## src/sv/buffer_cache_age_replacement_assert.svh

```systemverilog
// Assertion macros for the buffer cache age manager.
// Used by buffer_cache_age_replacement; depends on nothing else.
`ifndef BUFFER_CACHE_AGE_REPLACEMENT_ASSERT_SVH
`define BUFFER_CACHE_AGE_REPLACEMENT_ASSERT_SVH

// Assert that cond implies result in the following cycle.
`define BCA_ASSERT_NEXT(label, cond, result, msg) \
    label: assert property (@(posedge clk) disable iff (!rst_n) (cond) |=> (result)) \
        else $error(msg);

// Assert that cond holds at every enabled edge.
`define BCA_ASSERT_ALWAYS(label, cond, msg) \
    label: assert property (@(posedge clk) disable iff (!rst_n) (cond)) else $error(msg);

`endif

```

## src/sv/bca_pkg.sv

```systemverilog
// Shared types and constants for the buffer cache age manager.
// No dependencies.
`default_nettype none
package bca_pkg;
    localparam int NUM_BUFFERS_DEF = 32;
    localparam int DISK_SIZE_DEF   = 8192;
    localparam int AGE_BITS_DEF    = 16;

    localparam int OPCODE_W = 2;
    localparam int BLOCK_W  = 14;
    localparam int STATUS_W = 2;
    localparam int INDEX_W  = 5;
    localparam int TAG_W    = 13;

    typedef enum logic [OPCODE_W-1:0] {
        OP_ALLOC = 2'd0,
        OP_LOOKUP = 2'd1,
        OP_DIRTY = 2'd2,
        OP_FLUSH = 2'd3
    } opcode_t;

    typedef enum logic [STATUS_W-1:0] {
        ST_OK   = 2'd0,
        ST_OOB  = 2'd1,
        ST_MISS = 2'd2
    } status_t;

    typedef enum logic [2:0] {
        S_IDLE,
        S_SCAN,
        S_WRITE,
        S_OUT
    } state_t;

    typedef struct packed {
        logic [OPCODE_W-1:0] opcode;
        logic [BLOCK_W-1:0]  block_num;
    } req_t;

    typedef struct packed {
        logic [STATUS_W-1:0] status;
        logic [INDEX_W-1:0]  buffer_index;
        logic                writeback_valid;
        logic [INDEX_W-1:0]  writeback_index;
        logic [TAG_W-1:0]    writeback_block;
        logic                last;
    } rsp_t;
endpackage
`default_nettype wire

```

## src/sv/bca_if.sv

```systemverilog
// Valid/ready channel interface carrying one item.
// Depends on nothing; payload type is a parameter.
`default_nettype none
interface bca_if #(parameter type payload_t = logic) ();
    logic     valid;
    logic     ready;
    payload_t data;
    modport source (output valid, output data, input ready);
    modport sink (input valid, input data, output ready);
endinterface
`default_nettype wire

```

## src/sv/buffer_cache_age_replacement.sv

```systemverilog
// Top level of the buffer cache age manager: one memory of entry records.
// Depends on bca_pkg, bca_if and buffer_cache_age_replacement_assert.svh.
//
//  channel  dir  payload
//  req      in   opcode, block_num
//  rsp      out  status, buffer_index, writeback_*, last
//
// Every in-bound item reads each entry from the record memory once.
// Alloc, and set-dirty on a hit, then make a second read-modify-write pass.
// A new item is accepted only in idle with the output register empty. Flush emits
// one item per used dirty entry, or one if there is none; the scan stalls while an
// entry to emit meets a full output. Reset clears used bits (flip-flops) at once.
`default_nettype none
`include "buffer_cache_age_replacement_assert.svh"
module buffer_cache_age_replacement #(
    parameter int NUM_BUFFERS = bca_pkg::NUM_BUFFERS_DEF,
    parameter int DISK_SIZE   = bca_pkg::DISK_SIZE_DEF,
    parameter int AGE_BITS    = bca_pkg::AGE_BITS_DEF
) (
    input wire logic clk,
    input wire logic rst_n,
    bca_if.sink      req,
    bca_if.source    rsp
);
    import bca_pkg::*;

    localparam int IW = $clog2(NUM_BUFFERS);
    localparam int CW = IW + 1;
    localparam logic [AGE_BITS-1:0] AGE_MAX = {AGE_BITS{1'b1}};

    typedef struct packed {
        logic                dirty;
        logic [AGE_BITS-1:0] age;
        logic [TAG_W-1:0]    tag;
    } rec_t;

    rec_t                   mem [NUM_BUFFERS];
    rec_t                   rd_reg;
    logic [NUM_BUFFERS-1:0] used_reg;

    state_t              state_reg, state_next;
    logic [OPCODE_W-1:0] op_reg;
    logic [TAG_W-1:0]    tag_in_reg;
    logic [CW-1:0]       cnt_reg;
    logic                rd_v_reg;
    logic [IW-1:0]       rd_i_reg;
    logic                hit_reg, free_reg, any_reg;
    logic [IW-1:0]       sel_reg;
    logic [AGE_BITS-1:0] best_age_reg;
    logic                best_dirty_reg;
    logic [TAG_W-1:0]    best_tag_reg;
    rsp_t                out_reg;
    logic                out_v_reg;

    logic acc;
    logic rd_en, wr_en;
    logic [IW-1:0] rd_addr, wr_addr;
    rec_t wr_data;
    logic out_free;
    logic out_load;
    logic emit_flush;
    logic [AGE_BITS-1:0] aged;

    assign acc = req.valid && req.ready;
    assign req.ready = (state_reg == S_IDLE) && !out_v_reg;
    assign rsp.valid = out_v_reg;
    assign rsp.data = out_reg;
    assign out_free = !out_v_reg || rsp.ready;

    // flush emits while scanning; rd data is stage behind counter
    assign emit_flush = (state_reg == S_SCAN) && (op_reg == OP_FLUSH) && rd_v_reg
                        && used_reg[rd_i_reg] && rd_reg.dirty;

    assign out_load = (emit_flush && out_free && any_reg)
                      || (state_reg == S_OUT && out_free);

    always_comb
    begin
        rd_en = 1'b0;
        rd_addr = cnt_reg[IW-1:0];
        if (state_reg == S_SCAN && cnt_reg < CW'(NUM_BUFFERS) && (!emit_flush || out_free))
            rd_en = 1'b1;
        else if (state_reg == S_WRITE && cnt_reg < CW'(NUM_BUFFERS))
            rd_en = 1'b1;
    end

    always_comb
    begin
        aged = (rd_reg.age < AGE_MAX) ? rd_reg.age + 1'b1 : rd_reg.age;
        wr_en = 1'b0;
        wr_addr = rd_i_reg;
        wr_data = rd_reg;
        if (state_reg == S_WRITE && rd_v_reg)
        begin
            if (op_reg == OP_ALLOC)
            begin
                wr_en = 1'b1;
                if (rd_i_reg == sel_reg)
                    wr_data = '{dirty: 1'b0, age: '0, tag: tag_in_reg};
                else if (used_reg[rd_i_reg])
                    wr_data.age = aged;
                else
                    wr_en = 1'b0;
            end
            else
            begin
                wr_en = (rd_i_reg == sel_reg);
                wr_data.dirty = 1'b1;
            end
        end
    end

    always_ff @(posedge clk)
    begin
        if (rd_en)
            rd_reg <= mem[rd_addr];
        if (wr_en)
            mem[wr_addr] <= wr_data;
    end

    always_comb
    begin
        state_next = state_reg;
        unique case (state_reg)
            S_IDLE:
                if (acc)
                begin
                    if (req.data.opcode != OP_FLUSH
                        && {1'b0, req.data.block_num} >= 15'(DISK_SIZE))
                        state_next = S_OUT;
                    else
                        state_next = S_SCAN;
                end
            S_SCAN:
                if (cnt_reg == CW'(NUM_BUFFERS) && !rd_v_reg && out_free)
                begin
                    if (op_reg == OP_ALLOC || (op_reg == OP_DIRTY && hit_reg))
                        state_next = S_WRITE;
                    else
                        state_next = S_OUT;
                end
            S_WRITE:
                if (cnt_reg == CW'(NUM_BUFFERS) && !rd_v_reg)
                    state_next = S_OUT;
            S_OUT:
                if (out_free)
                    state_next = S_IDLE;
            default: state_next = S_IDLE;
        endcase
    end

    always_ff @(posedge clk or negedge rst_n)
    begin
        if (!rst_n)
        begin
            state_reg <= S_IDLE;
            out_v_reg <= 1'b0;
            used_reg <= '0;
            rd_v_reg <= 1'b0;
            rd_i_reg <= '0;
            cnt_reg <= '0;
            any_reg <= 1'b0;
            op_reg <= '0;
            tag_in_reg <= '0;
            hit_reg <= 1'b0;
            free_reg <= 1'b0;
            sel_reg <= '0;
            best_age_reg <= '0;
            best_dirty_reg <= 1'b0;
            best_tag_reg <= '0;
            out_reg <= '0;
        end
        else
        begin
            state_reg <= state_next;
            if (out_load)
                out_v_reg <= 1'b1;
            else if (rsp.ready)
                out_v_reg <= 1'b0;
            unique case (state_reg)
                S_IDLE:
                    if (acc)
                    begin
                        op_reg <= req.data.opcode;
                        tag_in_reg <= req.data.block_num[TAG_W-1:0];
                        cnt_reg <= '0;
                        rd_v_reg <= 1'b0;
                        hit_reg <= 1'b0;
                        free_reg <= 1'b0;
                        any_reg <= 1'b0;
                        sel_reg <= '0;
                        best_age_reg <= '0;
                        best_dirty_reg <= 1'b0;
                        best_tag_reg <= '0;
                        out_reg <= '{status: ST_OOB, buffer_index: '0, writeback_valid: 1'b0,
                                     writeback_index: '0, writeback_block: '0, last: 1'b1};
                    end
                S_SCAN:
                begin
                    if (state_next != S_SCAN)
                    begin
                        cnt_reg <= '0;
                        rd_v_reg <= 1'b0;
                        if (op_reg == OP_FLUSH)
                            out_reg <= '{status: ST_OK,
                                buffer_index: any_reg ? INDEX_W'(sel_reg) : '0,
                                writeback_valid: any_reg,
                                writeback_index: any_reg ? INDEX_W'(sel_reg) : '0,
                                writeback_block: any_reg ? best_tag_reg : '0, last: 1'b1};
                        else if (op_reg != OP_ALLOC)
                            out_reg <= '{status: hit_reg ? ST_OK : ST_MISS,
                                buffer_index: hit_reg ? INDEX_W'(sel_reg) : '0,
                                writeback_valid: 1'b0, writeback_index: '0,
                                writeback_block: '0, last: 1'b1};
                        else
                            out_reg <= '{status: ST_OK, buffer_index: INDEX_W'(sel_reg),
                                writeback_valid: !free_reg && best_dirty_reg,
                                writeback_index: (!free_reg && best_dirty_reg)
                                                 ? INDEX_W'(sel_reg) : '0,
                                writeback_block: (!free_reg && best_dirty_reg)
                                                 ? best_tag_reg : '0, last: 1'b1};
                    end
                    else if (!emit_flush || out_free)
                    begin
                        rd_v_reg <= rd_en;
                        rd_i_reg <= rd_addr;
                        if (rd_en)
                            cnt_reg <= cnt_reg + 1'b1;
                    end
                    if (rd_v_reg && (!emit_flush || out_free))
                    begin
                        if (op_reg == OP_FLUSH)
                        begin
                            if (emit_flush)
                            begin
                                // hold one emitted entry back to know which is last
                                if (any_reg)
                                    out_reg <= '{status: ST_OK,
                                        buffer_index: INDEX_W'(sel_reg), writeback_valid: 1'b1,
                                        writeback_index: INDEX_W'(sel_reg),
                                        writeback_block: best_tag_reg, last: 1'b0};
                                any_reg <= 1'b1;
                                sel_reg <= rd_i_reg;
                                best_tag_reg <= rd_reg.tag;
                            end
                        end
                        else if (op_reg == OP_ALLOC)
                        begin
                            if (!used_reg[rd_i_reg])
                            begin
                                if (!free_reg)
                                begin
                                    free_reg <= 1'b1;
                                    sel_reg <= rd_i_reg;
                                    best_dirty_reg <= 1'b0;
                                end
                            end
                            else if (!free_reg && (!any_reg || aged > best_age_reg))
                            begin
                                any_reg <= 1'b1;
                                sel_reg <= rd_i_reg;
                                best_age_reg <= aged;
                                best_dirty_reg <= rd_reg.dirty;
                                best_tag_reg <= rd_reg.tag;
                            end
                        end
                        else if (!hit_reg && used_reg[rd_i_reg] && rd_reg.tag == tag_in_reg)
                        begin
                            hit_reg <= 1'b1;
                            sel_reg <= rd_i_reg;
                        end
                    end
                end
                S_WRITE:
                begin
                    // reread each entry, then write the modified record
                    rd_v_reg <= rd_en;
                    rd_i_reg <= cnt_reg[IW-1:0];
                    if (rd_en)
                        cnt_reg <= cnt_reg + 1'b1;
                    if (wr_en && op_reg == OP_ALLOC && rd_i_reg == sel_reg)
                        used_reg[sel_reg] <= 1'b1;
                end
                S_OUT: ;
                default: ;
            endcase
        end
    end

    `BCA_ASSERT_NEXT(a_acc_leaves_idle, acc, state_reg != S_IDLE, "accept did not start work")
    `BCA_ASSERT_ALWAYS(a_ready_idle, !req.ready || state_reg == S_IDLE, "ready outside idle")
    `BCA_ASSERT_NEXT(a_hold_out, out_v_reg && !rsp.ready, out_v_reg && $stable(out_reg),
                     "result dropped under stall")
    `BCA_ASSERT_ALWAYS(a_no_wr_scan, !(wr_en && state_reg == S_SCAN), "write during scan")
endmodule
`default_nettype wire

```

## src/flat_wrapper.sv

```systemverilog
// flat-port wrapper written by rule: the top's interface ports become plain ports
module buffer_cache_age_replacement_flat import bca_pkg::*;
#(
    parameter int NUM_BUFFERS = bca_pkg::NUM_BUFFERS_DEF,
    parameter int DISK_SIZE   = bca_pkg::DISK_SIZE_DEF,
    parameter int AGE_BITS    = bca_pkg::AGE_BITS_DEF
)
  (clk, rst_n, req_valid, req_data, req_ready, rsp_valid, rsp_data, rsp_ready);
  bca_if #(.payload_t(req_t)) req_i ();
  bca_if #(.payload_t(rsp_t)) rsp_i ();
  input wire logic clk;
  input wire logic rst_n;
  input wire logic [$bits(req_i.valid)-1:0] req_valid;
  input wire logic [$bits(req_i.data)-1:0] req_data;
  output wire logic [$bits(req_i.ready)-1:0] req_ready;
  output wire logic [$bits(rsp_i.valid)-1:0] rsp_valid;
  output wire logic [$bits(rsp_i.data)-1:0] rsp_data;
  input wire logic [$bits(rsp_i.ready)-1:0] rsp_ready;
  assign req_i.valid = req_valid;
  assign req_i.data = req_data;
  assign req_ready = req_i.ready;
  assign rsp_valid = rsp_i.valid;
  assign rsp_data = rsp_i.data;
  assign rsp_i.ready = rsp_ready;
  buffer_cache_age_replacement #(.NUM_BUFFERS(NUM_BUFFERS), .DISK_SIZE(DISK_SIZE), .AGE_BITS(AGE_BITS)) u_core (.clk(clk), .rst_n(rst_n), .req(req_i), .rsp(rsp_i));
endmodule
```

## config.mk

```make
export PLATFORM = sky130hd
export DESIGN_NAME = buffer_cache_age_replacement_flat
export DESIGN_NICKNAME = d
export VERILOG_FILES = /design/src/sv/bca_pkg.sv /design/src/sv/bca_if.sv /design/src/sv/buffer_cache_age_replacement.sv /design/src/flat_wrapper.sv
export VERILOG_INCLUDE_DIRS = /design/src /design/src/sv
export SDC_FILE = /design/constraint.sdc
export NUM_CORES = 1
export LEC_CHECK = 0
export BUFFER_PORTS_ARGS = -buffer_cell sky130_fd_sc_hd__buf_2
export CAP_MARGIN = 15
export CELL_PAD_IN_SITES_DETAIL_PLACEMENT = 0
export CELL_PAD_IN_SITES_GLOBAL_PLACEMENT = 1
export CORE_ASPECT_RATIO = 0.75
export CORE_UTILIZATION = 45
export CTS_CLUSTER_SIZE = 28
export DETAILED_ROUTE_END_ITERATION = 6
export PLACE_DENSITY = 0.72
export SKIP_LAST_GASP = 1
export SYNTH_ARGS = -nofsm -noshare
export SYNTH_HDL_FRONTEND = slang
export SYNTH_SLANG_ARGS = --single-unit
```

## constraint.sdc

```tcl
create_clock -name clk -period 4.8 [get_ports clk]
set_input_delay 0.24 -clock clk [delete_from_list [all_inputs] [get_ports clk]]
set_output_delay 0.24 -clock clk [all_outputs]
set_load 0.005 [all_outputs]
```

Word-level counts from Yosys, hierarchy flattened
Memories as Yosys holds them, arrays and structs flattened. A register that Yosys moved wholly into a read port is not among the register bits.
Index checks and enable logic that the tools add are counted.

cells by class
  bitwise logic cells = 1
  $lt $le $gt $ge = 7
  mux-type cells = 105
  equality and inequality tests = 31
  add/subtract/negate cells = 2
  reductions and logical operators = 54

operators with widths
  cell                                                         count
  two-way mux 27 bit                                           8
  two-way mux 16 bit                                           9
  two-way mux 13 bit                                           10
  two-way mux 5 bit                                            14
  one-hot mux 27 bit (2 select lines)                          1
  two-way mux 1 bit                                            38
  OR 32 bit                                                    1
  one-hot mux 16 bit (2 select lines)                          1
  two-way mux 30 bit                                           1
  two-way mux 29 bit                                           1
  AND reduction 7 bit                                          4
  one-hot mux 13 bit (2 select lines)                          1
  logical AND 1 bit                                            25
  two-way mux 6 bit                                            4
  inequality test 2 bit (second input constant)                10
  one-hot mux 5 bit (2 select lines)                           2
  one-hot mux 6 bit (3 select lines)                           1
  adder 16 x 1 -> 16 bit (second input constant)               1
  > comparator 16 bit                                          1
  less-than comparator 16 bit (second input constant)          1
  inequality test 3 bit (second input constant)                5
  >= comparator 14 bit (second input constant)                 1
  == test 13 bit                                               1
  less-than comparator 5 x 6 -> 1 bit (second input constant)  2
  29 further kinds                                             57

word-level totals
  register bits after elaboration = 128
  bits of input ports = 20
  bits in writable memories = 960
  logic and storage cells = 222
  memories kept = 1

memories
  name        depth  bits a word  read ports  clocked after Yosys merged registers in  wr ports  RTL line                            text
  u_core.mem  32     30           1           1                                        1         buffer_cache_age_replacement.sv:37  rec_t mem [NUM_BUFFERS];

Logic depth before layout (Yosys ltp)
  word-level depth = 13
  gate-level depth with buffers = 19

Worst setup path before layout
OpenSTA, ideal clock, no wires.

  path kind = reg2reg
  start = register, netlist name u_core.rd_reg[13]
  end = register u_core.best_age_reg[5]
  slack = 677 ps
  data arrival time = 4,057 ps
  stages on the path, launching flop included = 20
  setup time = 66 ps
  buffers on the path = 2
  cell sequence = edfxtp_1 ha_1 nand4_1 or3_1 nor3_2 nor3b_1 and3_1 nand3_1 xnor2_1 ha_1 nand3_1 nor4_1 a21bo_2 a41oi_1 o21ai_2 and2b_1 and2_1 clkbuf_1 buf_4 a22o_1

between the ends
  word-level cells in the longest chain between the ends = 8
  elaborated cells on any way between the ends = 14
  classes of those cells = 1 x add/sub; 2 x order compare; 1 x eq/ne; 7 x mux; 3 x reduce/logical

ends and longest elaborated chain
  element                                                                      RTL line                             text
  adder 16 x 1 -> 16 bit or less-than comparator 16 bit (tied branches)        buffer_cache_age_replacement.sv:89   aged = (rd_reg.age < AGE_MAX) ? rd_reg.age + 1'b1 : rd_reg.age;
  two-way mux 16 bit (*)                                                       buffer_cache_age_replacement.sv:89
  parallel branches: the longest is 6 deep, another holds > comparator 16 bit  n/a
  end signal: assignment                                                       buffer_cache_age_replacement.sv:262  best_age_reg <= aged;
  end: declaration                                                             buffer_cache_age_replacement.sv:49   logic [AGE_BITS-1:0] best_age_reg;

Every way passes the cells marked *. The select of a mux whose other input is x is not followed.
A chain may end at the register's enable or synchronous reset.

Final worst setup path
  start = register, netlist name u_core.rd_reg[14]
  end = register u_core.best_age_reg[3]

between the ends
  word-level cells in the longest chain between the ends = 8
  elaborated cells on any way between the ends = 14
  classes of those cells = 1 x add/sub; 2 x order compare; 1 x eq/ne; 7 x mux; 3 x reduce/logical

ends and longest elaborated chain
  element                                                                      RTL line
  adder 16 x 1 -> 16 bit or less-than comparator 16 bit (tied branches)        buffer_cache_age_replacement.sv:89
  two-way mux 16 bit (*)                                                       buffer_cache_age_replacement.sv:89
  parallel branches: the longest is 6 deep, another holds > comparator 16 bit  n/a

Marked as above.

==> impl_metrics.json <==
{
  "status": "finished clean",
  "cts-root-buf": "clkbuf_16",
  "first_pass_iters": 7,
  "fillers": 7727,
  "first_global_vias": 22719,
  "overflow": 0,
  "antennaDiodeCount": 0,
  "initial_core_util_pct": 45.54,
  "pwr-share-clk_pct": 32.4,
  "nets": 2507,
  "wl_um": 111300,
  "synth_fa_ha_area_share_pct": 0.6193,
  "fin_cells": 3864,
  "synth_xor_area_share_pct": 0.8670,
  "hold_viol": 0,
  "wl_per_cell_um": 28.80,
  "ys_seq_area_share_pct": 74.09,
  "rows": 99,
  "maxCapViolCount": 0,
  "cell_internal_pwr_uw": 18410,
  "postLayoutCoreUtil_pct": 51.96,
  "hp-class": "in2reg",
  "synth.most_common_cell": "edfxtp_1",
  "setup_ws_ns": 0.2352,
  "hpwl_um": 62900,
  "finalSetupViolations": 0,
  "gp_congestion": 0.8181,
  "synthMuxAreaShare_pct": 15.48,
  "cts-htree-levels": 3,
  "syn_area_um2": 44450,
  "worstPathRequired_ns": 5.43,
  "place_inst": 3651,
  "p_comb_share_pct": 21.5,
  "synthDistinctLibCells": 66,
  "p_leak_uw": 0.01673,
  "cp.arrival_ns": 5.20,
  "grt_pass1_wl_um": 159800,
  "path_delay_family": "simple AND/OR/NAND/NOR gates",
  "die_h_um": 274.2,
  "path_cells": "ha_1 > nand4_1 > or3_1 > nor3_2 > nor3b_1 > and3_1 > nand3_1 > xnor2_1 > ha_1 > nand3_1 > o21bai_1 > o31ai_1 > a41oi_2 > o21ai_2 > and2b_2 > o22ai_4 > buf_12 > a22o_1",
  "synth_seq_cells": 1118,
  "pwr_density_cell_nw_per_um2": 504.2,
  "synth_compound_area_share_pct": 4.118,
  "cp-end-kind": "flip-flop",
  "drive_gt1_share_pct": 25.91,
  "avgSynthCellArea_um2": 19.22,
  "postRouteAntennaNets": 0,
  "skew_ns": 0.04795,
  "max_freq_mhz": 219.1,
  "clock_latency_ns": 0.72,
  "dpl_cell_area_um2": 47040,
  "fin_crit_ns": 4.565,
  "synth.largest_area_cell": "edfxtp_1",
  "cts_tree": "yes",
  "cpPeakStageDelay_ns": 0.48,
  "syn_to_final_growth_pct": 14.10,
  "synthArstFlopShare_pct": 11.45,
  "synth_edf_count": 990,
  "ir_drop_mv": 0.4123,
  "syn_inst": 2313,
  "numCtsBuffers": 105,
  "crit_buf_inv": 1,
  "vias_per_cell": 5.914,
  "synth-simple-area-share_pct": 3.294,
  "worstSetupPathType": "reg2reg",
  "pin_count": 49,
  "fin_crit_sh_pct": 95.10,
  "start_kind": "flip-flop",
  "port_buffers": 48,
  "grt_max_degree": 133,
  "cp_max_fo": 16,
  "clk_path_buf_depth": 3,
  "drc": 0,
  "maxSlewViolCount": 0,
  "synth_top_cells_by_count": "edfxtp_1 (990), mux4_2 (233), dfrtp_1 (128), nor2_1 (119), nand2_1 (113)",
  "pre_cts_ws_ns": -0.1840,
  "fp.dieW_um": 364.9,
  "switching_share_pct": 28.01,
  "vias": 22850,
  "antenna_found_initial": 4,
  "slowest_stage": "or3_1",
  "grt_usage_pct": 22.50,
  "path_clk_slew_ns": 0.07,
  "synth-main-ff-cell": "edfxtp_1",
  "slew_headroom_pct": 25.24,
  "die_area_um2": 100000,
  "synth_top_family_by_area": "multiplexers",
  "ys_warn_count": 0,
  "power_switching_uw": 7163,
  "drt-initial-drc-count": 2525,
  "core_area_um2": 97610,
  "clock_sinks": 1118,
  "synth_area_leaders": "edfxtp_1 (67%), mux4_2 (12%), dfrtp_1 (7.2%)",
  "power_frac_seq_pct": 46.2,
  "largest_reg_flops": 960,
  "worst_pin_slew_ns": 1.120,
  "synth_nets": 2355,
  "stdcell_area_um2": 50710,
  "synth_top_area_share_pct": 66.89
}
-- placed cells by master (no fill, tap or decap), types with 5 or more instances in the layout --
master         Yosys  final
mux2i_1          109    109
a21oi_1           49     44
buf_4              6     87
clkbuf_16          0    106
o22ai_1           30     29
a21o_1            35     35
nand3_1           15     15
nor2_2             0     10
a22o_1            52     52
buf_12             0     15
edfxtp_1         990    990
xor2_1            16     16
ha_1              22     22
nor2_4             1     33
dlygate4sd3_1      0     17
dfrtp_1          128    123
inv_1             36     36
xnor2_1           28     28
clkinv_2           0     20
mux2_2            48     48
and3_1             5      5
clkbuf_1          64     26
nand4_1           12     12
nor2_1           119     77
clkinv_1           0     16
mux4_2           233    233
nand2_1          113    111
bufinv_16          0      9
o221ai_1          23     23
nand2b_1           7      7
buf_2             28     47
nor3_1            18     18
o21ai_0           35     35
-- final cells by class --
type                    count  area (um^2)  area share, %
well taps                1313         1643          3.239
clock inverters            58        636.9          1.256
multi-input cells        1036        11190          22.07
repair buffers            168         1389          2.739
inverters                  36        135.1         0.2665
clock buffers             135         2773          5.467
flip-flops and latches   1118        32950          64.97
-- final timing paths --
kind	to	depth (start not counted)	from	slack (ns)
worst max-delay path	u_core.best_age_reg[3]$_DFFE_PN0P_	18	u_core.rd_reg[14]$_DFFE_PN_	0.24
worst min-delay path	u_core.state_reg[0]$_DFF_PN0_	4	rsp_ready	0.08
worst max register to register	u_core.best_age_reg[3]$_DFFE_PN0P_	18	u_core.rd_reg[14]$_DFFE_PN_	0.24
worst min register to register	u_core.used_reg[11]$_DFFE_PN0P_	1	u_core.used_reg[11]$_DFFE_PN0P_	0.46
max in group asynchronous	u_core.cnt_reg[2]$_DFFE_PN0P_	3	rst_n	3.60
min in group asynchronous	u_core.rsp.data[8]$_DFFE_PN0P_	2	rst_n	0.17
-- logic make-up (layout without fill, tap and decap cells) --
family          Yosys count  count (layout)
flops                  1118            1118
mux                     390             390
simple gates            324             324
compound gates          255             255
buf+inv                 159             397
xor+xnor                 44              44
fa+ha+maj                22              22
other cells               1               1
-- power by group through the flow --
stage          clock (uW)  sequential (uW)  combinational (uW)
2_1_floorplan           0            11800                3860
3_3_place_gp            0            12000                5340
6_report             8270            11800                5490
4_1_cts              8410            11800                5480
5_1_grt              8790            11800                5880
3_5_place_dp            0            12000                5440
-- per-layer routing --
layer | vias up | GRT usage (%) | wire length, um
met4 | 0 | 4.987 | 2284
li1 | 9641 | - | -
met1 | 12128 | 33.18 | 48320
met5 | - | 0 | 0
met2 | 931 | 33.64 | 50750
met3 | 150 | 5.938 | 9927
-- worst register-to-register path: cells and delay by family (launching register included) --
| family | cells | cell delay, ns |
|---|---|---|
| buffers and inverters | 1 | 0.18 |
| AO/OA/AOI/OAI | 6 | 1.34 |
| XOR/XNOR | 1 | 0.17 |
| AND/OR/NAND/NOR | 8 | 1.93 |
| flip-flops | 1 | 0.41 |
| adder cells (fa/ha/maj) | 2 | 0.47 |
-- timing repair --
action | in CTS | in global routing
hold buffers | 17 | 0
endpoints found under the setup margin | 29 | 35
gates cloned | 0 | 0
resized for setup | 4 | 5
pin swaps | 0 | 1
buffers inserted | 0 | 1
hold endpoints to repair | 72 | 0
-- per-stage QoR --
| step | total power [uW] | hold slack, ns | TNS (ns) |
|---|---|---|---|
| 5_1_grt | 26500 | 0.06790 | -0.04339 |
| 4_1_cts | 25690 | 0.03110 | 0 |
| 2_1_floorplan | 15630 | -0.05559 | 0 |
| 6_report | 25570 | 0.08000 | 0 |
| 3_5_place_dp | 17440 | 0.3816 | -3.025 |
| 3_3_place_gp | 17340 | 0.3570 | -0.3176 |
Power figures use the tool's default switching activity.
